`config.mk`:
```
export PLATFORM = sky130hd
export DESIGN_NAME = positional_list_engine_unit
export DESIGN_NICKNAME = d
export VERILOG_FILES = /design/src/rtl/ple_pkg.sv /design/src/rtl/positional_list_engine_unit.sv /design/src/rtl/ple_ram.sv
export SDC_FILE = /design/constraint.sdc
export NUM_CORES = 2
export LEC_CHECK = 0
export ABC_AREA = 0
export BUFFER_PORTS_ARGS = -buffer_cell sky130_fd_sc_hd__buf_2
export CAP_MARGIN = 20
export CORE_ASPECT_RATIO = 0.9
export CORE_MARGIN = 3
export CORE_UTILIZATION = 53
export DETAILED_ROUTE_END_ITERATION = 8
export PLACE_DENSITY = 0.65
export SLEW_MARGIN = 20
export SYNTH_ARGS = -nofsm -noshare
export SYNTH_HDL_FRONTEND = slang
export SYNTH_SLANG_ARGS = --single-unit
```
`constraint.sdc`:
```
create_clock -name clock -period 10.9 [get_ports clock]
set_input_delay 1.635 -clock clock [delete_from_list [all_inputs] [get_ports clock]]
set_output_delay 1.635 -clock clock [all_outputs]
set_load 0.03 [all_outputs]
```
`src/rtl/ple_pkg.sv`:
```
// Shared constants for the positional list engine: field widths, command and status codes.
`timescale 1ns / 1ps

package ple_pkg;

   localparam int CAPACITY_DEFAULT = 64;

   localparam int CMD_W    = 3;
   localparam int POS_W    = 7;
   localparam int VALUE_W  = 32;
   localparam int STATUS_W = 2;
   localparam int FPOS_W   = 6;
   localparam int COUNT_W  = 7;

   localparam int REQ_TDATA_W = 40;
   localparam int REQ_TUSER_W = CMD_W;
   localparam int RSP_TDATA_W = 48;
   localparam int RSP_TUSER_W = STATUS_W;

   localparam logic [CMD_W-1:0] CMD_READ   = 3'd0;
   localparam logic [CMD_W-1:0] CMD_INSERT = 3'd1;
   localparam logic [CMD_W-1:0] CMD_DELETE = 3'd2;
   localparam logic [CMD_W-1:0] CMD_FIND   = 3'd3;
   localparam logic [CMD_W-1:0] CMD_CLEAR  = 3'd4;

   localparam logic [STATUS_W-1:0] STATUS_OK       = 2'd0;
   localparam logic [STATUS_W-1:0] STATUS_RANGE    = 2'd1;
   localparam logic [STATUS_W-1:0] STATUS_FULL     = 2'd2;
   localparam logic [STATUS_W-1:0] STATUS_NOTFOUND = 2'd3;

endpackage

```
`src/rtl/positional_list_engine_unit.sv`:
```
// Top level of the positional list engine: command sequencer, step unit and list store.
//
//   Channel  Direction  Transfer payload
//   req_*    in         tuser: command; tdata: position, item_value
//   rsp_*    out        tuser: status;  tdata: read_value, found_position, entry_count
//
// One command is worked on at a time; req_tready is high only while the sequencer is idle.
// Insert and delete shift the entries between position and the end, and find scans from entry zero
// until a match or the end, all set by the single memory read port walking one entry
// per cycle. The result sits in an output register, so the next command is taken while it
// waits; a finished command then holds until rsp_tready frees that register.
// Reset empties the list at once; the store itself needs no clearing pass.
`timescale 1ns / 1ps

module positional_list_engine_unit #(
   parameter int CAPACITY = ple_pkg::CAPACITY_DEFAULT
) (
   input  logic                              clock,
   input  logic                              reset,
   input  logic                              req_tvalid,
   output logic                              req_tready,
   // [6:0] position, [38:7] item_value, [39] zero
   input  logic [ple_pkg::REQ_TDATA_W-1:0]   req_tdata,
   // [2:0] command
   input  logic [ple_pkg::REQ_TUSER_W-1:0]   req_tuser,
   output logic                              rsp_tvalid,
   input  logic                              rsp_tready,
   // [31:0] read_value, [37:32] found_position, [44:38] entry_count, [47:45] zero
   output logic [ple_pkg::RSP_TDATA_W-1:0]   rsp_tdata,
   // [1:0] status
   output logic [ple_pkg::RSP_TUSER_W-1:0]   rsp_tuser
);

   import ple_pkg::*;

   localparam int AW = (CAPACITY > 1) ? $clog2(CAPACITY) : 1;
   localparam int CW = $clog2(CAPACITY + 1);
   localparam int WW = (CW > POS_W) ? CW : POS_W;

   localparam logic [2:0] ST_IDLE   = 3'd0;
   localparam logic [2:0] ST_RDWAIT = 3'd1;
   localparam logic [2:0] ST_ISH    = 3'd2;
   localparam logic [2:0] ST_IPUT   = 3'd3;
   localparam logic [2:0] ST_DSH    = 3'd4;
   localparam logic [2:0] ST_FSCAN  = 3'd5;
   localparam logic [2:0] ST_FIN    = 3'd6;

   logic [2:0]                 state_ff, state_in;
   logic [CW-1:0]              count_ff, count_in;
   logic [WW-1:0]              pos_ff, pos_in;
   logic signed [VALUE_W-1:0]  val_ff, val_in;
   logic [WW-1:0]              idx_ff, idx_in;
   logic [WW-1:0]              dst_ff, dst_in;
   logic [STATUS_W-1:0]        status_ff, status_in;
   logic signed [VALUE_W-1:0]  value_ff, value_in;
   logic [FPOS_W-1:0]          fpos_ff, fpos_in;
   logic                       rsp_valid_ff, rsp_valid_in;
   logic [STATUS_W-1:0]        rsp_status_ff, rsp_status_in;
   logic signed [VALUE_W-1:0]  rsp_value_ff, rsp_value_in;
   logic [FPOS_W-1:0]          rsp_fpos_ff, rsp_fpos_in;
   logic [COUNT_W-1:0]         rsp_count_ff, rsp_count_in;

   logic [CMD_W-1:0]           req_cmd;
   logic [WW-1:0]              req_pos_w;
   logic signed [VALUE_W-1:0]  req_val;
   logic [WW-1:0]              count_w;
   logic [WW-1:0]              count_m1;
   logic [WW-1:0]              pos_p1;
   logic                       step_down;
   logic [WW-1:0]              idx_step;

   logic                       ram_wr_en;
   logic [AW-1:0]              ram_wr_addr;
   logic [VALUE_W-1:0]         ram_wr_data;
   logic                       ram_rd_en;
   logic [AW-1:0]              ram_rd_addr;
   logic [VALUE_W-1:0]         ram_rd_data;

   assign req_cmd   = req_tuser[CMD_W-1:0];
   assign req_pos_w = WW'(req_tdata[POS_W-1:0]);
   assign req_val   = $signed(req_tdata[POS_W+VALUE_W-1:POS_W]);
   assign count_w   = WW'(count_ff);
   assign count_m1  = count_w - WW'(1);
   assign pos_p1    = req_pos_w + WW'(1);

   // The walk index steps down while an insert opens a gap and up for delete and find.
   assign step_down = (state_ff == ST_ISH);
   assign idx_step  = step_down ? (idx_ff - WW'(1)) : (idx_ff + WW'(1));

   always_comb begin
      state_in      = state_ff;
      count_in      = count_ff;
      pos_in        = pos_ff;
      val_in        = val_ff;
      idx_in        = idx_ff;
      dst_in        = dst_ff;
      status_in     = status_ff;
      value_in      = value_ff;
      fpos_in       = fpos_ff;
      rsp_valid_in  = rsp_valid_ff & ~rsp_tready;
      rsp_status_in = rsp_status_ff;
      rsp_value_in  = rsp_value_ff;
      rsp_fpos_in   = rsp_fpos_ff;
      rsp_count_in  = rsp_count_ff;
      ram_rd_en     = 1'b0;
      ram_rd_addr   = idx_step[AW-1:0];
      ram_wr_en     = 1'b0;
      ram_wr_addr   = dst_ff[AW-1:0];
      ram_wr_data   = ram_rd_data;

      unique case (state_ff)
         ST_IDLE: begin
            if (req_tvalid) begin
               pos_in    = req_pos_w;
               val_in    = req_val;
               status_in = STATUS_OK;
               value_in  = '0;
               fpos_in   = '0;
               state_in  = ST_FIN;
               unique case (req_cmd)
                  CMD_READ: begin
                     if (req_pos_w < count_w) begin
                        ram_rd_en   = 1'b1;
                        ram_rd_addr = req_pos_w[AW-1:0];
                        state_in    = ST_RDWAIT;
                     end else begin
                        status_in = STATUS_RANGE;
                     end
                  end
                  CMD_INSERT: begin
                     if (req_pos_w > count_w) begin
                        status_in = STATUS_RANGE;
                     end else if (count_ff == CW'(CAPACITY)) begin
                        status_in = STATUS_FULL;
                     end else if (req_pos_w == count_w) begin
                        state_in = ST_IPUT;
                     end else begin
                        ram_rd_en   = 1'b1;
                        ram_rd_addr = count_m1[AW-1:0];
                        idx_in      = count_m1;
                        dst_in      = count_w;
                        state_in    = ST_ISH;
                     end
                  end
                  CMD_DELETE: begin
                     if (req_pos_w < count_w) begin
                        if (pos_p1 < count_w) begin
                           ram_rd_en   = 1'b1;
                           ram_rd_addr = pos_p1[AW-1:0];
                           idx_in      = pos_p1;
                           dst_in      = req_pos_w;
                           state_in    = ST_DSH;
                        end else begin
                           count_in = count_ff - CW'(1);
                        end
                     end else begin
                        status_in = STATUS_RANGE;
                     end
                  end
                  CMD_FIND: begin
                     if (count_ff != '0) begin
                        ram_rd_en   = 1'b1;
                        ram_rd_addr = '0;
                        idx_in      = '0;
                        state_in    = ST_FSCAN;
                     end else begin
                        status_in = STATUS_NOTFOUND;
                     end
                  end
                  CMD_CLEAR: begin
                     count_in = '0;
                  end
                  default: begin
                  end
               endcase
            end
         end
         ST_RDWAIT: begin
            value_in = $signed(ram_rd_data);
            state_in = ST_FIN;
         end
         ST_ISH: begin
            ram_wr_en = 1'b1;
            if (idx_ff == pos_ff) begin
               state_in = ST_IPUT;
            end else begin
               ram_rd_en = 1'b1;
               dst_in    = idx_ff;
               idx_in    = idx_step;
            end
         end
         ST_IPUT: begin
            ram_wr_en   = 1'b1;
            ram_wr_addr = pos_ff[AW-1:0];
            ram_wr_data = val_ff;
            count_in    = count_ff + CW'(1);
            state_in    = ST_FIN;
         end
         ST_DSH: begin
            ram_wr_en = 1'b1;
            if (idx_step < count_w) begin
               ram_rd_en = 1'b1;
               dst_in    = idx_ff;
               idx_in    = idx_step;
            end else begin
               count_in = count_ff - CW'(1);
               state_in = ST_FIN;
            end
         end
         ST_FSCAN: begin
            if (ram_rd_data == val_ff) begin
               fpos_in  = idx_ff[FPOS_W-1:0];
               state_in = ST_FIN;
            end else if (idx_step < count_w) begin
               ram_rd_en = 1'b1;
               idx_in    = idx_step;
            end else begin
               status_in = STATUS_NOTFOUND;
               state_in  = ST_FIN;
            end
         end
         ST_FIN: begin
            if (!rsp_valid_ff || rsp_tready) begin
               rsp_valid_in  = 1'b1;
               rsp_status_in = status_ff;
               rsp_value_in  = value_ff;
               rsp_fpos_in   = fpos_ff;
               rsp_count_in  = count_w[COUNT_W-1:0];
               state_in      = ST_IDLE;
            end
         end
         default: begin
            state_in = ST_IDLE;
         end
      endcase
   end

   always_ff @(posedge clock) begin
      if (reset) begin
         state_ff     <= ST_IDLE;
         count_ff     <= '0;
         rsp_valid_ff <= 1'b0;
      end else begin
         state_ff     <= state_in;
         count_ff     <= count_in;
         rsp_valid_ff <= rsp_valid_in;
      end
   end

   always_ff @(posedge clock) begin
      pos_ff        <= pos_in;
      val_ff        <= val_in;
      idx_ff        <= idx_in;
      dst_ff        <= dst_in;
      status_ff     <= status_in;
      value_ff      <= value_in;
      fpos_ff       <= fpos_in;
      rsp_status_ff <= rsp_status_in;
      rsp_value_ff  <= rsp_value_in;
      rsp_fpos_ff   <= rsp_fpos_in;
      rsp_count_ff  <= rsp_count_in;
   end

   ple_ram #(
      .WIDTH (VALUE_W),
      .DEPTH (CAPACITY),
      .AW    (AW)
   ) u_store (
      .clock   (clock),
      .wr_en   (ram_wr_en),
      .wr_addr (ram_wr_addr),
      .wr_data (ram_wr_data),
      .rd_en   (ram_rd_en),
      .rd_addr (ram_rd_addr),
      .rd_data (ram_rd_data)
   );

   assign req_tready = (state_ff == ST_IDLE);
   assign rsp_tvalid = rsp_valid_ff;
   assign rsp_tuser  = rsp_status_ff;
   assign rsp_tdata  = {
      {(RSP_TDATA_W - VALUE_W - FPOS_W - COUNT_W){1'b0}},
      rsp_count_ff,
      rsp_fpos_ff,
      rsp_value_ff
   };

endmodule

```
`src/rtl/ple_ram.sv`:
```
// Generic simple dual-port RAM with one write port and one registered read port.
`timescale 1ns / 1ps

module ple_ram #(
   parameter int WIDTH = 32,
   parameter int DEPTH = 64,
   parameter int AW    = (DEPTH > 1) ? $clog2(DEPTH) : 1
) (
   input  logic             clock,
   input  logic             wr_en,
   input  logic [AW-1:0]    wr_addr,
   input  logic [WIDTH-1:0] wr_data,
   input  logic             rd_en,
   input  logic [AW-1:0]    rd_addr,
   output logic [WIDTH-1:0] rd_data
);

   logic [WIDTH-1:0] mem_ff [DEPTH];
   logic [WIDTH-1:0] rd_data_ff;

   always_ff @(posedge clock) begin
      if (wr_en) begin
         mem_ff[wr_addr] <= wr_data;
      end
      if (rd_en) begin
         rd_data_ff <= mem_ff[rd_addr];
      end
   end

   assign rd_data = rd_data_ff;

endmodule
```
# == After elaboration in Yosys (flattened, before gate mapping) ==
# Memory sizes are Yosys's and may differ from the RTL's. A register that Yosys moved wholly into a read port is not among the register bits.
# Cells that the tools add are included.
# word_totals
ramBits,2048
mem_count,1
out_inout_bits,52
wordCells,168
latchBits,0
reg_bits,150
mem_bits_ro,0
# op_classes
n_div,0
n_eq_ne,33
muxes,87
shift,0
order_cmp,4
multipliers,0
add_sub_neg,5
bitwise_logic,2
n_reduce_logical,22
# memory_table
name,depth,word_bits,read_ports,rd_clocked_by_memory_dff,wr,line,rtl
u_store.mem_ff,64,32,1,1,1,ple_ram.sv:18,logic [WIDTH-1:0] mem_ff [DEPTH];
# ops
operator,count
$mux W6,20
$mux W7,15
$mux W32,2
$pmux W32 S2,1
$pmux W7 S3,2
$eq A32 B32 Y1,1
$pmux W7 S4,1
$mux W3,8
$pmux W6 S2,2
$pmux W6 S4,1
$add A7 B1 Y7 const B,3
$lt A7 B7 Y1,3
$ne A3 B3 Y1 const B,7
$mux W1,18
$mux W2,9
$pmux W3 S6,1
$pmux W6 S3,1
$ne A2 B2 Y1 const B,8
$eq A7 B7 Y1,2
$pmux W7 S2,1
$sub A7 B1 Y7 const B,2
$eq A3 B2 Y1 const B,4
$eq A3 B3 Y1 const B,4
$pmux W3 S4,1
26 further kinds,36

# == Longest topological paths before layout ==
# logic_depth
depth_word,8
depth_mapped,21

# == By module ==
# A second synthesis with hierarchy kept.
# hier_totals
cells_unflattened,4238
area_unflattened_um2,87178.6
# by_module_without_submodules
mod,seq_area_each_um2,instances,cells_per_inst,area_each_um2
ple_ram,62459.9,1,3511,79359.9
positional_list_engine_unit,4394.2,1,727,7818.7

# == Least setup slack after synthesis ==
# No wires, ideal clock.
# synth_timing
path_type,in2reg
from,input req_tdata[0] in the netlist's numbering
to,"register u_store.rd_data_ff[5], in the netlist u_store.rd_data[5], read port of u_store.mem_ff, data pin"
path_slack_ns,5.347
t_arrival_ns,5.282
setup_ns,0.272
cell_stages,18
cell_sequence,ha_1 nand2_1 nor2_1 xor2_1 ha_1 nand4_1 a21oi_1 nor3_1 o211a_1 buf_2 o21ai_1 buf_2 clkbuf_1 clkbuf_1 mux4_2 nand2_1 o211ai_1 or4_1
# synth_between
elab_chain_cells,7
word_cells_on_any_way,23
cone_classes,add/sub (1); order compare (3); eq/ne (1); mux (18)
# synth_rtl
item,line,rtl
start: declaration,positional_list_engine_unit.sv:23,"input logic [ple_pkg::REQ_TDATA_W-1:0] req_tdata,"
$add A7 B1 Y7 / $eq A7 B7 Y1 (equally long branches),"positional_list_engine_unit.sv:84, positional_list_engine_unit.sv:135",
"$lt A7 B7 Y1, or another cell as far along",positional_list_engine_unit.sv:147,if (pos_p1 < count_w) begin
"$mux W1, or another cell as far along",positional_list_engine_unit.sv:147,
"$mux W1, or another cell as far along",positional_list_engine_unit.sv:146,if (req_pos_w < count_w) begin
$pmux W1 S4 / $pmux W6 S4 (equally long branches),positional_list_engine_unit.sv:120,unique case (req_cmd)
$mux W1 / $mux W6 (equally long branches),positional_list_engine_unit.sv:113,if (req_tvalid) begin
$pmux W1 S4 / $mux W6 (equally long branches),positional_list_engine_unit.sv:111,unique case (state_ff)
end: declaration,ple_ram.sv:19,logic [WIDTH-1:0] rd_data_ff;
# Several ways; a longest one is shown, not always the timed one.
# A chain may end at the register's enable or synchronous reset.

# == Worst setup path in the final report ==
# layout_timing
from,input req_tdata[1] in the netlist's numbering
to,"register u_store.rd_data_ff[10], in the netlist u_store.rd_data[10], read port of u_store.mem_ff, data pin"
# The elaborated chain is that of the path after synthesis.

==> flow_summary_export.csv <==
group,metric,value,unit
outcome,status,"complete, no violations",
cts,cts_buffer_depth,3,
setup_path,crit_path_start,"req_tdata[1]",
sta,finalSetupTns,0,ps
global_routing,grt_use_total,28.6,%
final_layout,multi_input_area,19600,um^2
setup_path,path_max_fanout,23,
cts,cts-root-buf,"clkbuf_16",
floorplan,initial_utilization,53.7,%
setup_path,required,11590,ps
sta,max_slew_margin,20.8,%
final_layout,nets,5420,
yosys,ys_ff_latch,2230,
yosys,synth_common_cells,"edfxtp_1 (2,219), nand2_1 (937), mux4_2 (256)",
yosys,ys.flop_type,"edfxtp_1",
global_routing,grt_pass1_wl,345,mm
yosys,ys_types,75,
cts,numCtsBuffers,206,
floorplan,dieArea,170000,um^2
routing,drc,0,
floorplan,io_pins,99,
global_routing,grt_pass1_vias,47300,
yosys,synth_area_leaders,"edfxtp_1 (76%), mux4_2 (6.6%), nand2_1 (4.0%), nand3_1 (1.3%), a31oi_1 (1.3%)",
routing,via_per_inst,6.52,
cts,clk_pin_slew_worst_paths,60,ps
place,post-place-ws,2950,ps
yosys,synthCells,5199,
setup_path,worstSetupEndpointType,"flop",
job,drv_cap,0,
sta,period_minus_slack,7190,ps
sta,hold_viol_final,0,
cts,worstSkewPairLatency,850,ps
routing,drt_iter0_drc,7445,
yosys,syn_area,87300,um^2
routing,wire_per_inst,31.8,um
yosys,yosysSeqAreaShare,76.5,%
final_layout,drive_gt1_share,16.5,%
setup_path,reg2reg_depth,11,
setup_path,endpoint,"u_store.rd_data[10]$_DFFE_PP_",
routing,drtPass1Iterations,6,
place,hpwl,130,mm
sta,skew,43.9,ps
yosys,yosys_warnings,0,
sta,tightest_slew,1180,ps
setup_path,cp-start-kind,"primary input",
yosys,synthArstFlopShare,0,%
floorplan,fp.dieH,391,um
global_routing,grt-ovfl-total,0,
sta,fin_ws,3710,ps
setup_path,r2r_end,"u_store.rd_data[7]$_DFFE_PP_",
yosys,synth_top_area_share,76.3,%
setup_path,r2r-start,"state_ff[1]$_SDFFE_PP0P_",
worst_hold_path,hold_class,"reg -> reg",
power_and_ir_drop,p_leak,31.4,nW
sta,post-route-period-util,66.0,%
routing,drt_wl_total,243,mm
setup_path,cp.arrival,7890,ps
power_and_ir_drop,vdd_ir_drop_max,532,uV
yosys,synth.avg_cell_area,16.8,um^2
cts,tritoncts,"yes",
routing,ant_nets,0,
floorplan,num_rows,140,
place,port_buffers,94,
cts,post_cts_buffers,0,
setup_path,reg2reg_slack,4300,ps
floorplan,die_w,434,um
global_routing,grt_max_degree,165,
final_layout,fill_cells,11800,
cts,htreeDepth,4,
place,gp_congestion,0.901,
yosys,synth_area_leader_cell,"edfxtp_1",
sta,timing.fmax,0.139,GHz
routing,vias,49900,
cts,clock-sinks,2230,
final_layout,seq_area,66900,um^2
global_routing,antenna_found_initial,7,
cts,cts_resized,0,
power_and_ir_drop,powerDensity,340,nW/um^2
floorplan,core,163000,um^2
sta,finalSetupViolCount,0,
yosys,synth.most_common_cell,"edfxtp_1",
final_layout,syn_to_final_growth,11.7,%
yosys,synth_edf_count,2219,
sta,rsz0062_at_grt,"no",
sta,slew_viol_final,0,
setup_path,crit_type,"in -> reg",
cts,hold_buffers,0,
per-layer routing:
metal  GRT usage [%]  vias up  share of wire (%)
met1            41.6    25600                 40
met4            9.35        2                3.3
met3            6.91      449                 11
li1                -    20800                  -
met2            42.9     2965                 46
met5               0        -             0.0053
layout make-up:
| class | instances | share of cell area, % |
|---|---|---|
| timing repair buffer | 235 | 1.72 |
| antenna | 3 | 0.00770 |
| tap | 2130 | 2.73 |
| sequential | 2230 | 68.6 |
| clock buffer | 256 | 5.59 |
| inverter | 74 | 0.285 |
| clock inverter | 118 | 0.983 |
| multi-input combinational | 2597 | 20.1 |
registers in the layout, summed over array words and instances (netlist names):
name             cells
u_store.mem_ff    2048
rsp_value_ff        32
u_store.rd_data     32
val_ff              32
value_ff            32
count_ff             7
idx_ff               7
pos_ff               7
rsp_count_ff         7
dst_ff               6
fpos_ff              6
rsp_fpos_ff          6
state_ff             3
rsp_tuser            2
status_ff            2
rsp_tvalid           1
metrics by stage:
step | util, % | cells | total power [W] | instance area (um^2) | hold slack (ps)
3_3_place_gp | 55.9 | 7264 | 0.0259 | 91000 | 406
3_5_place_dp | 55.9 | 7264 | 0.0261 | 91000 | 405
2_1_floorplan | - | 5201 | 0.0205 | 87300 | 400
4_1_cts | 59.8 | 7638 | 0.0330 | 97400 | 418
6_report | 59.9 | 7643 | 0.0332 | 97500 | 418
5_1_grt | 59.9 | 7641 | 0.0345 | 97500 | 429
worst max-delay path: stages:
cell,delay [ps]
buf_2,200
ha_1,240
nand2_1,70
nor2_1,120
xor2_1,320
ha_1,340
a21oi_1,140
nand3_1,210
nor3_1,420
o211ai_2,380
a21oi_1,920
nand3b_1,750
buf_4,520
or4_1,730
a21oi_1,630
a2111oi_0,130
nand4_1,110
cells in the final DEF (no fill, tap or decap), types with 13 or more instances in the layout:
master,n
nor2_1,43
a211oi_1,20
nand2_2,14
nand3_1,227
o21ai_0,29
buf_2,94
nand2_1,904
a21oi_1,66
and3_1,67
buf_4,129
nand4_1,78
inv_1,73
or4_1,26
nor3_1,15
xor2_1,42
clkinv_1,50
nor4_1,15
xnor2_1,13
mux4_2,256
nor2_4,68
clkbuf_16,211
ha_1,28
a2111oi_0,39
a31oi_1,180
a32oi_1,62
and4_1,15
clkbuf_1,45
clkinv_2,38
edfxtp_1,2219
nand2_4,19
a22oi_1,98
o211ai_1,19
mux2i_1,99
how the worst min path moves through the flow:
stage | endpoint | from | slack, ps | cells past startpoint
finish | rsp_value_ff[12]$_DFFE_PP_ | value_ff[12]$_SDFFCE_PN0P_ | 420 | 0
detailed placement | rsp_value_ff[12]$_DFFE_PP_ | value_ff[12]$_SDFFCE_PN0P_ | 400 | 0
global placement | rsp_value_ff[21]$_DFFE_PP_ | value_ff[21]$_SDFFCE_PN0P_ | 410 | 0
CTS | rsp_value_ff[19]$_DFFE_PP_ | value_ff[19]$_SDFFCE_PN0P_ | 420 | 0
floorplan | rsp_fpos_ff[0]$_DFFE_PP_ | fpos_ff[0]$_SDFFCE_PN0P_ | 400 | 0
global route | rsp_tuser[1]$_DFFE_PP_ | status_ff[1]$_SDFFCE_PP1P_ | 430 | 0
logic make-up (layout without fill, tap and decap cells):
kind of cell,after synthesis,count (layout),share of synthesized area [%]
mux,355,355,7.74
simple gates,1550,1550,7.89
fa+ha+maj,29,29,0.424
flops,2230,2230,76.5
buf+inv,374,683,1.93
compound gates,605,605,4.92
other cells,1,6,0.00429
xor+xnor,55,55,0.552
power breakdown:
part | leakage [nW] | switching (W) | internal, W
Sequential | 20.1 | 0.000430 | 0.0114
Combinational | 8.15 | 0.0101 | 0.00429
Clock | 3.13 | 0.00311 | 0.00382
(Power assumes the default switching activity.)
